==> src/rtl/core/kct_pkg.sv <==
// Shared types and constants for the key count table.
package kct_pkg;

    localparam int ENTRIES = 16;
    localparam int KEY_W   = 32;
    localparam int CNT_W   = 32;
    localparam int Q_DEPTH = 2;
    localparam int Q_AW    = $clog2(Q_DEPTH);
    localparam int QC_W    = $clog2(Q_DEPTH + 1);

    localparam logic [1:0]       OP_ADD    = 2'd0;
    localparam logic [1:0]       OP_DEL    = 2'd1;
    localparam logic [1:0]       OP_SEARCH = 2'd2;
    localparam logic [CNT_W-1:0] CNT_MAX   = '1;
    localparam logic [QC_W-1:0]  Q_FULL    = QC_W'(Q_DEPTH);

    typedef enum logic [1:0] {
        K_ADD,
        K_DEL,
        K_SEARCH,
        K_INVALID
    } t_kind;

    typedef struct packed {
        t_kind            kind;
        logic [KEY_W-1:0] key;
    } t_cmd;

    typedef struct packed {
        logic full;
        logic empty;
    } t_q_stat;

endpackage

==> src/rtl/core/key_count_table_core.sv <==
// Top level of the key count table: front end, command queue and table engine.
// An accepted word is first written into the command queue; the table engine then registers its result.
// Throughput: one word per cycle while busy is low; the engine compares all slots in parallel.
// Busy rises only when the two-word command queue is full.
// Reset is synchronous and active low; it empties the queue and frees all slots.
// The result strobe lasts exactly one cycle and cannot be stalled.
module key_count_table_core (
    input  logic                        i_clk,
    input  logic                        i_rst_n,
    input  logic                        start,
    output logic                        busy,
    input  logic [1:0]                  i_op,
    input  logic signed [kct_pkg::KEY_W-1:0] i_key,
    output logic                        o_done,
    output logic                        o_ok,
    output logic [kct_pkg::CNT_W-1:0]   o_count
);
    import kct_pkg::*;

    t_cmd    w_push_cmd;
    t_cmd    w_head_cmd;
    t_q_stat w_q_stat;
    logic    w_push;
    logic    w_pop;

    kct_front u_front (
        .i_start  (start),
        .i_op     (i_op),
        .i_key    (i_key),
        .i_q_stat (w_q_stat),
        .o_busy   (busy),
        .o_push   (w_push),
        .o_cmd    (w_push_cmd)
    );

    kct_queue u_queue (
        .i_clk   (i_clk),
        .i_rst_n (i_rst_n),
        .i_push  (w_push),
        .i_cmd   (w_push_cmd),
        .i_pop   (w_pop),
        .o_cmd   (w_head_cmd),
        .o_stat  (w_q_stat)
    );

    kct_back u_back (
        .i_clk    (i_clk),
        .i_rst_n  (i_rst_n),
        .i_cmd    (w_head_cmd),
        .i_q_stat (w_q_stat),
        .o_pop    (w_pop),
        .o_done   (o_done),
        .o_ok     (o_ok),
        .o_count  (o_count)
    );

endmodule

==> src/rtl/core/kct_front.sv <==
// Command front end: accepts a word and classifies its operation.
module kct_front (
    input  logic                        i_start,
    input  logic [1:0]                  i_op,
    input  logic signed [kct_pkg::KEY_W-1:0] i_key,
    input  kct_pkg::t_q_stat            i_q_stat,
    output logic                        o_busy,
    output logic                        o_push,
    output kct_pkg::t_cmd               o_cmd
);
    import kct_pkg::*;

    t_kind w_kind;

    always_comb begin
        unique case (i_op)
            OP_ADD:    w_kind = K_ADD;
            OP_DEL:    w_kind = K_DEL;
            OP_SEARCH: w_kind = K_SEARCH;
            default:   w_kind = K_INVALID;
        endcase
    end

    assign o_busy     = i_q_stat.full;
    assign o_push     = i_start && !i_q_stat.full;
    assign o_cmd.kind = w_kind;
    assign o_cmd.key  = $unsigned(i_key);

endmodule

==> src/rtl/core/kct_queue.sv <==
// Short command queue between the front end and the table engine.
module kct_queue (
    input  logic              i_clk,
    input  logic              i_rst_n,
    input  logic              i_push,
    input  kct_pkg::t_cmd     i_cmd,
    input  logic              i_pop,
    output kct_pkg::t_cmd     o_cmd,
    output kct_pkg::t_q_stat  o_stat
);
    import kct_pkg::*;

    t_cmd            r_mem [Q_DEPTH];
    logic [Q_AW-1:0] r_wptr;
    logic [Q_AW-1:0] r_rptr;
    logic [QC_W-1:0] r_fill;
    logic [QC_W-1:0] n_fill;

    always_comb begin
        n_fill = r_fill;
        if (i_push && !i_pop) begin
            n_fill = r_fill + QC_W'(1);
        end else if (!i_push && i_pop) begin
            n_fill = r_fill - QC_W'(1);
        end
    end

    always_ff @(posedge i_clk) begin
        if (!i_rst_n) begin
            r_wptr <= '0;
            r_rptr <= '0;
            r_fill <= '0;
        end else begin
            if (i_push) begin
                r_wptr <= r_wptr + Q_AW'(1);
            end
            if (i_pop) begin
                r_rptr <= r_rptr + Q_AW'(1);
            end
            r_fill <= n_fill;
        end
    end

    always_ff @(posedge i_clk) begin
        if (i_push) begin
            r_mem[r_wptr] <= i_cmd;
        end
    end

    assign o_cmd        = r_mem[r_rptr];
    assign o_stat.full  = (r_fill == Q_FULL);
    assign o_stat.empty = (r_fill == '0);

endmodule

==> src/rtl/core/kct_back.sv <==
// Table engine: compares all slots at once and applies add, delete or search; an invalid op reports failure.
module kct_back (
    input  logic                      i_clk,
    input  logic                      i_rst_n,
    input  kct_pkg::t_cmd             i_cmd,
    input  kct_pkg::t_q_stat          i_q_stat,
    output logic                      o_pop,
    output logic                      o_done,
    output logic                      o_ok,
    output logic [kct_pkg::CNT_W-1:0] o_count
);
    import kct_pkg::*;

    logic [KEY_W-1:0]   r_key [ENTRIES];
    logic [CNT_W-1:0]   r_cnt [ENTRIES];
    logic [ENTRIES-1:0] r_valid;
    logic [KEY_W-1:0]   n_key [ENTRIES];
    logic [CNT_W-1:0]   n_cnt [ENTRIES];
    logic [ENTRIES-1:0] n_valid;
    logic               r_done;
    logic               r_ok;
    logic [CNT_W-1:0]   r_count;
    logic               n_ok;
    logic [CNT_W-1:0]   n_count;

    logic               w_pop;
    logic [ENTRIES-1:0] w_match;
    logic [ENTRIES-1:0] w_free;
    logic [ENTRIES-1:0] w_from_hit;
    logic               w_hit;
    logic               w_full;
    logic [CNT_W-1:0]   w_sel_cnt;

    assign w_pop = !i_q_stat.empty;

    always_comb begin
        w_sel_cnt = '0;
        for (int i = 0; i < ENTRIES; i++) begin
            w_match[i] = r_valid[i] && (r_key[i] == i_cmd.key);
            w_sel_cnt  = w_sel_cnt | (w_match[i] ? r_cnt[i] : '0);
        end
    end

    // Valid slots form a prefix, so the first free slot follows the last valid one.
    assign w_free     = ~r_valid & {r_valid[ENTRIES-2:0], 1'b1};
    assign w_from_hit = ~(w_match - ENTRIES'(1));
    assign w_hit      = |w_match;
    assign w_full     = r_valid[ENTRIES-1];

    always_comb begin
        n_key   = r_key;
        n_cnt   = r_cnt;
        n_valid = r_valid;
        n_ok    = 1'b0;
        n_count = '0;
        if (w_pop) begin
            unique case (i_cmd.kind)
                K_ADD: begin
                    if (w_hit) begin
                        for (int j = 0; j < ENTRIES; j++) begin
                            if (w_match[j] && (r_cnt[j] != CNT_MAX)) begin
                                n_cnt[j] = r_cnt[j] + CNT_W'(1);
                            end
                        end
                        n_ok = 1'b1;
                    end else if (!w_full) begin
                        for (int j = 0; j < ENTRIES; j++) begin
                            if (w_free[j]) begin
                                n_key[j]   = i_cmd.key;
                                n_cnt[j]   = CNT_W'(1);
                                n_valid[j] = 1'b1;
                            end
                        end
                        n_ok = 1'b1;
                    end
                end
                K_DEL: begin
                    if (w_hit) begin
                        for (int j = 0; j < ENTRIES - 1; j++) begin
                            if (w_from_hit[j]) begin
                                n_key[j]   = r_key[j+1];
                                n_cnt[j]   = r_cnt[j+1];
                                n_valid[j] = r_valid[j+1];
                            end
                        end
                        n_valid[ENTRIES-1] = 1'b0;
                        n_ok = 1'b1;
                    end
                end
                K_SEARCH: begin
                    n_ok    = 1'b1;
                    n_count = w_sel_cnt;
                end
                K_INVALID: begin
                    n_ok = 1'b0;
                end
            endcase
        end
    end

    always_ff @(posedge i_clk) begin
        if (!i_rst_n) begin
            r_valid <= '0;
            r_done  <= 1'b0;
        end else begin
            r_valid <= n_valid;
            r_done  <= w_pop;
        end
    end

    always_ff @(posedge i_clk) begin
        r_key   <= n_key;
        r_cnt   <= n_cnt;
        r_ok    <= n_ok;
        r_count <= n_count;
    end

    assign o_pop   = w_pop;
    assign o_done  = r_done;
    assign o_ok    = r_ok;
    assign o_count = r_count;

    a_valid_prefix: assert property (@(posedge i_clk) disable iff (!i_rst_n)
        ((r_valid >> 1) & ~r_valid) == '0)
        else $error("Valid slots do not form a prefix.");

    a_unique_key: assert property (@(posedge i_clk) disable iff (!i_rst_n)
        w_pop |-> $onehot0(w_match))
        else $error("A key matches more than one slot.");

    a_done_follows_pop: assert property (@(posedge i_clk) disable iff (!i_rst_n)
        i_rst_n && w_pop |=> r_done)
        else $error("A dequeued word produced no result.");

    a_full_add_fails: assert property (@(posedge i_clk) disable iff (!i_rst_n)
        i_rst_n && w_pop && (i_cmd.kind == K_ADD) && !w_hit && w_full |=> !r_ok)
        else $error("Add of a new key into a full table reported success.");

    a_count_only_search: assert property (@(posedge i_clk) disable iff (!i_rst_n)
        i_rst_n && w_pop && (i_cmd.kind != K_SEARCH) |=> (r_count == '0))
        else $error("Nonzero count returned for an operation other than search.");

endmodule

==> config.mk <==
export PLATFORM = sky130hd
export DESIGN_NAME = key_count_table_core
export DESIGN_NICKNAME = d
export VERILOG_FILES = /design/src/rtl/core/kct_pkg.sv /design/src/rtl/core/key_count_table_core.sv /design/src/rtl/core/kct_front.sv /design/src/rtl/core/kct_queue.sv /design/src/rtl/core/kct_back.sv
export SDC_FILE = /design/constraint.sdc
export NUM_CORES = 2
export LEC_CHECK = 0
export BUFFER_PORTS_ARGS = -buffer_cell sky130_fd_sc_hd__buf_2
export CORE_MARGIN = 4
export CORE_UTILIZATION = 60
export CTS_BUF_LIST = sky130_fd_sc_hd__clkbuf_8
export DETAILED_ROUTE_END_ITERATION = 16
export PLACE_DENSITY = 0.86
export SLEW_MARGIN = 20
export SYNTH_ARGS = -nofsm -noshare
export SYNTH_HDL_FRONTEND = slang
export SYNTH_SLANG_ARGS = --single-unit
==> constraint.sdc <==
create_clock -name i_clk -period 10.65 [get_ports i_clk]
set_clock_uncertainty 0.15 [all_clocks]
set_input_delay 1.065 -clock i_clk [delete_from_list [all_inputs] [get_ports i_clk]]
set_output_delay 1.065 -clock i_clk [all_outputs]
set_load 0.01 [all_outputs]
**After elaboration in Yosys (flattened, before gate mapping)**

Memory sizes are Yosys's and may differ from the RTL's. A register that Yosys moved wholly into a read port is not among the register bits.
Index checks and enable logic that the tools add are counted.

- $add $sub $neg: 21
- Bitwise gates (word level): 22
- Reduce and logical (&&, ||, !) cells: 79
- Eq/ne operators: 104
- Multiplexer cells: 148

Operator list:

| cell | number |
|---|---|
| $mux 32 | 94 |
| $mux 512 | 4 |
| $pmux 480 s2 | 2 |
| $mux 480 | 2 |
| $add 32x1->32 const B | 16 |
| $eq 32x32->1 | 16 |
| $ne 32x32->1 const B | 16 |
| $or 32x32->32 | 15 |
| $reduce_and 7->1 | 30 |
| $ne 2x1->1 const B | 31 |
| $mux 16 | 3 |
| $ne 3x3->1 const B | 16 |
| $ne 3x1->1 const B | 15 |
| $mux 1 | 38 |
| $logic_and 1x1->1 | 35 |
| $pmux 16 s2 | 1 |
| $and 16x16->16 | 1 |
| $not 16->16 | 1 |
| $reduce_or 16->1 | 1 |
| $not 15->15 | 1 |
| $sub 15x1->15 const B | 1 |
| $reduce_and 5->1 | 2 |
| $eq 2x2->1 const B | 4 |
| $ne 2x2->1 const B | 4 |
| other kinds (13) | 25 |

- Bits of input ports: 37
- Output and inout bits: 35
- Bits in writable memories: 68
- Flip-flop bits (word level): 1078
- Memories: 1

Memory list:

| memory | words | width | rd ports | clocked after memory_dff | write ports | line | RTL |
|---|---|---|---|---|---|---|---|
| u_queue.r_mem | 2 | 34 | 1 | 1 | 1 | kct_queue.sv:13 | `t_cmd r_mem [Q_DEPTH];` |

**Depth between registers and ports, before layout**

- Depth in word-level cells: 18
- Mapped depth: 19

**By module**

From an unflattened synthesis, not the netlist that was laid out.

- Cell total of the unflattened synthesis: 5763
- Area total of the unflattened synthesis: 65863.2 sq um

By module, submodules not included:

| module | area an instance (sq um) | instances | cells an instance |
|---|---|---|---|
| kct_back | 62922.8 | 1 | 5599 |
| kct_queue | 2671.3 | 1 | 128 |
| kct_front | 269.0 | 1 | 36 |

**Worst setup path before layout**

Ideal clock, no wire load.

- Path kind: register -> register
- Start point: reg (tool-made name)
- End point: reg u_back.r_cnt[448] (netlist name) (enable)
- Data arrival time: 6402 ps
- Slack: 3618 ps
- Library setup time: 480 ps
- Stages on the path, launching flop included: 20
- Buffers on the path: 7
- Cells stage by stage: dfxtp_1 -> buf_6 -> buf_8 -> mux2i_4 -> buf_4 -> xnor2_1 -> nor4_1 -> nand4_1 -> nor3_2 -> clkbuf_1 -> buf_1 -> inv_1 -> ha_1 -> nand3_1 -> nor2_1 -> buf_2 -> buf_2 -> a31oi_1 -> nor2_1 -> a311oi_1

RTL lines:

| item | line | RTL |
|---|---|---|
| end signal: assignment | kct_back.sv:113 | `r_cnt <= n_cnt;` |
| end: declaration | kct_back.sv:15 | `logic [CNT_W-1:0] r_cnt [ENTRIES];` |

==> results.json <==
{
  "status": "finished, final reports clean",
  "yosysWarnings": 0,
  "grt_pass1_vias": 48800,
  "rsz0062_at_grt": "no",
  "clk_latency_ns": 0.93,
  "wl_mm": 207,
  "crit_buf_inv": 4,
  "setup_violations": 0,
  "postSynthCellCount": 6153,
  "hold_depth": 1,
  "slowest_delay_ns": 1.01,
  "cts_tree": "built",
  "antenna_found_initial": 8,
  "grtUsageTotal_pct": 36.2,
  "timing.final.hold_violations": 0,
  "dp_slack_ns": 2.99,
  "slew_headroom_pct": 12.6,
  "path_class": "flop to flop",
  "drtIter0Drc": 8857,
  "powerDensity_nw_per_um2": 222,
  "coreArea_sq_um": 106000,
  "die-area_sq_um": 112000,
  "crit_arrival_ns": 7.93,
  "yosysTopAreaCellShare_pct": 51.3,
  "post-route-period-util_pct": 71.2,
  "grt_overflow": 0,
  "slew_viol_final": 0,
  "yosysSeqAreaShare_pct": 53.0,
  "ir_drop_mv": 0.244,
  "crit_slowest_cell": "mux2i_4",
  "async_reset_ff_share_pct": 0,
  "syn_area_per_cell_sq_um": 10.4,
  "synth_fp_nets": 6208,
  "cap_violations": 0,
  "dieWidth_um": 334,
  "setup_ws_ns": 3.06,
  "syn_to_final_growth_pct": 7.71,
  "clk_pin_slew_ns": 0.06,
  "layout.nets": 6162,
  "ctsHoldBuffers": 0,
  "final_util_pct": 65.2,
  "yosysUniqueCellTypes": 64,
  "worst_pin_slew_ns": 1.31,
  "grt_max_degree": 253,
  "cts_root_buf": "clkbuf_8",
  "cp_max_fo": 162,
  "grt_pass1_wl_mm": 305,
  "syn_area_sq_um": 63900,
  "dp_hpwl_mm": 144,
  "htreeDepth": 4,
  "end_kind": "flop",
  "start_util_pct": 60.5,
  "whs_ns": 0.200,
  "firstDrtPassIters": 8,
  "cts_buffers": 190,
  "worst_r2r_path_depth": 13,
  "routabilityCongestion": 0.998,
  "cts_setup_buffers": 0,
  "drc": 0,
  "synth.most_common_cell": "nand2_1",
  "final_layout_size_suffix_gt1_share_pct": 7.84,
  "ys_seq_elements": 1147,
  "final.setup.tns_ns": 0,
  "min_to": "u_queue.r_mem[0][15]",
  "vias": 51100,
  "synth_top_cells_by_area": "edfxtp_1, nand2_1, xnor2_1, o31ai_1, xor2_1",
  "fp.dieH_um": 334,
  "synth_enable_flop_cells": 1092,
  "portBuffers": 71,
  "p_total_w": 0.0153,
  "p_leak_nw": 23.0,
  "finalCriticalPeriod_ns": 7.59,
  "post_cts_resized": 0,
  "clock_path_buffers": 3,
  "regToRegEndpoint": "u_back.r_cnt[132]",
  "cts_sinks": 1147,
  "synth.top_cells.by_count": "nand2_1, edfxtp_1, xnor2_1",
  "detail-route-antenna-nets": 0,
  "synth_top_area_cell": "edfxtp_1",
  "io_pins": 72,
  "num_rows": 119,
  "critPathTopFamily": "simple AND/OR/NAND/NOR gates",
  "viasPerCell": 6.66,
  "path_cells": "buf_4 > mux2i_4 > inv_1 > xnor2_1 > nand3_1 > nor3_4 > buf_4 > nor4_1 > nand3_1 > nor2_4 > buf_12 > a221oi_1 > nor2_4",
  "hold_start": "i_key[15]",
  "synth_flop_cell": "edfxtp_1",
  "crit_required_ns": 10.99,
  "hold_class": "input pin to flop",
  "worst_setup_path_start_kind": "flop",
  "fmax_mhz": 132,
  "post_drt_wl_per_cell_um": 27.0,
  "timing.reg2reg.setup_slack_ns": 3.06
}
-- logic make-up (layout without fill, tap and decap cells) --
| kind of cell | after synthesis | after routing | share of synthesized area [%] |
|---|---|---|---|
| adder cells (fa/ha/maj) | 18 | 18 | 0.352 |
| other | 0 | 6 | 0 |
| AND/OR/NAND/NOR | 2642 | 2642 | 18.1 |
| buffers and inverters | 436 | 555 | 3.08 |
| AO/OA/AOI/OAI | 858 | 858 | 10.2 |
| XOR/XNOR | 1004 | 1004 | 13.8 |
| flip-flops | 1147 | 1147 | 53.0 |
| multiplexers | 48 | 48 | 1.38 |
-- power breakdown --
| group | total, W | switching (W) | internal, W |
|---|---|---|---|
| Sequential | 0.00691 | 0.000808 | 0.00610 |
| Combinational | 0.00463 | 0.00315 | 0.00147 |
| Clock | 0.00375 | 0.00192 | 0.00183 |
-- cell usage in the layout (no fill, tap or decap), drive strengths merged, types with 48 or more instances in the layout --
| cell type | netlist | layout |
|---|---|---|
| a221oi | 104 | 104 |
| a22o | 96 | 96 |
| a22oi | 65 | 65 |
| a31oi | 48 | 48 |
| and3 | 170 | 170 |
| buf | 140 | 149 |
| clkbuf | 244 | 202 |
| clkinv | 0 | 67 |
| dfxtp | 55 | 55 |
| edfxtp | 1092 | 1092 |
| inv | 49 | 131 |
| nand2 | 1728 | 1728 |
| nand3 | 211 | 211 |
| nand4 | 68 | 68 |
| nor2 | 190 | 190 |
| nor3 | 63 | 63 |
| nor4 | 119 | 119 |
| o31ai | 447 | 447 |
| xnor2 | 678 | 678 |
| xor2 | 326 | 326 |
-- worst max path at each step --
| stage | start | to | slack [ns] | cells after the start |
|---|---|---|---|---|
| final | flop | u_back.r_cnt[132] | 3.06 | 13 |
| after global routing | flop | u_back.r_cnt[151] | 2.77 | 13 |
| after CTS | flop | u_back.r_cnt[497] | 3.03 | 13 |
| after detailed placement | flop | u_back.r_cnt[480] | 2.99 | 13 |
| after global placement | flop | u_back.r_cnt[482] | 3.17 | 13 |
| after floorplan | flop | u_back.r_cnt[448] | 3.62 | 19 |
-- through the flow --
stage	instance area, sq um	std cells
4_1_cts	68800	7661
3_5_place_dp	65200	7304
3_3_place_gp	65200	7304
2_1_floorplan	63900	6153
5_1_grt	68800	7667
6_report	68800	7669
-- flip-flops by register name, summed over array words and instances, names as in the netlist, named ones only --
name and flops:
u_back.o_count 32, u_back.o_done 1, u_back.o_ok 1, u_back.r_cnt 512
u_back.r_key 512, u_back.r_valid 16, u_queue.r_fill 2, u_queue.r_mem 68
u_queue.r_rptr 1, u_queue.r_wptr 1
-- final cells by class --
| class | count | area, sq um |
|---|---|---|
| repair buffers | 149 | 1050 |
| flip-flops and latches | 1147 | 33900 |
| clock buffers | 202 | 2780 |
| diodes | 6 | 15.0 |
| fillers | 7941 | 36700 |
| multi-input cells | 4570 | 28300 |
| well taps | 1391 | 1740 |
| clock inverters | 155 | 808 |
| inverters | 49 | 184 |
-- per-layer routing --
| metal | routed length [um] | vias up | global-route usage, % |
|---|---|---|---|
| li1 | - | 22000 | - |
| met1 | 70800 | 24400 | 45.7 |
| met2 | 93700 | 3860 | 56.1 |
| met3 | 26800 | 767 | 8.44 |
| met4 | 15900 | 2 | 24.0 |
| met5 | 13 | - | 0 |
(Power assumes the default switching activity.)
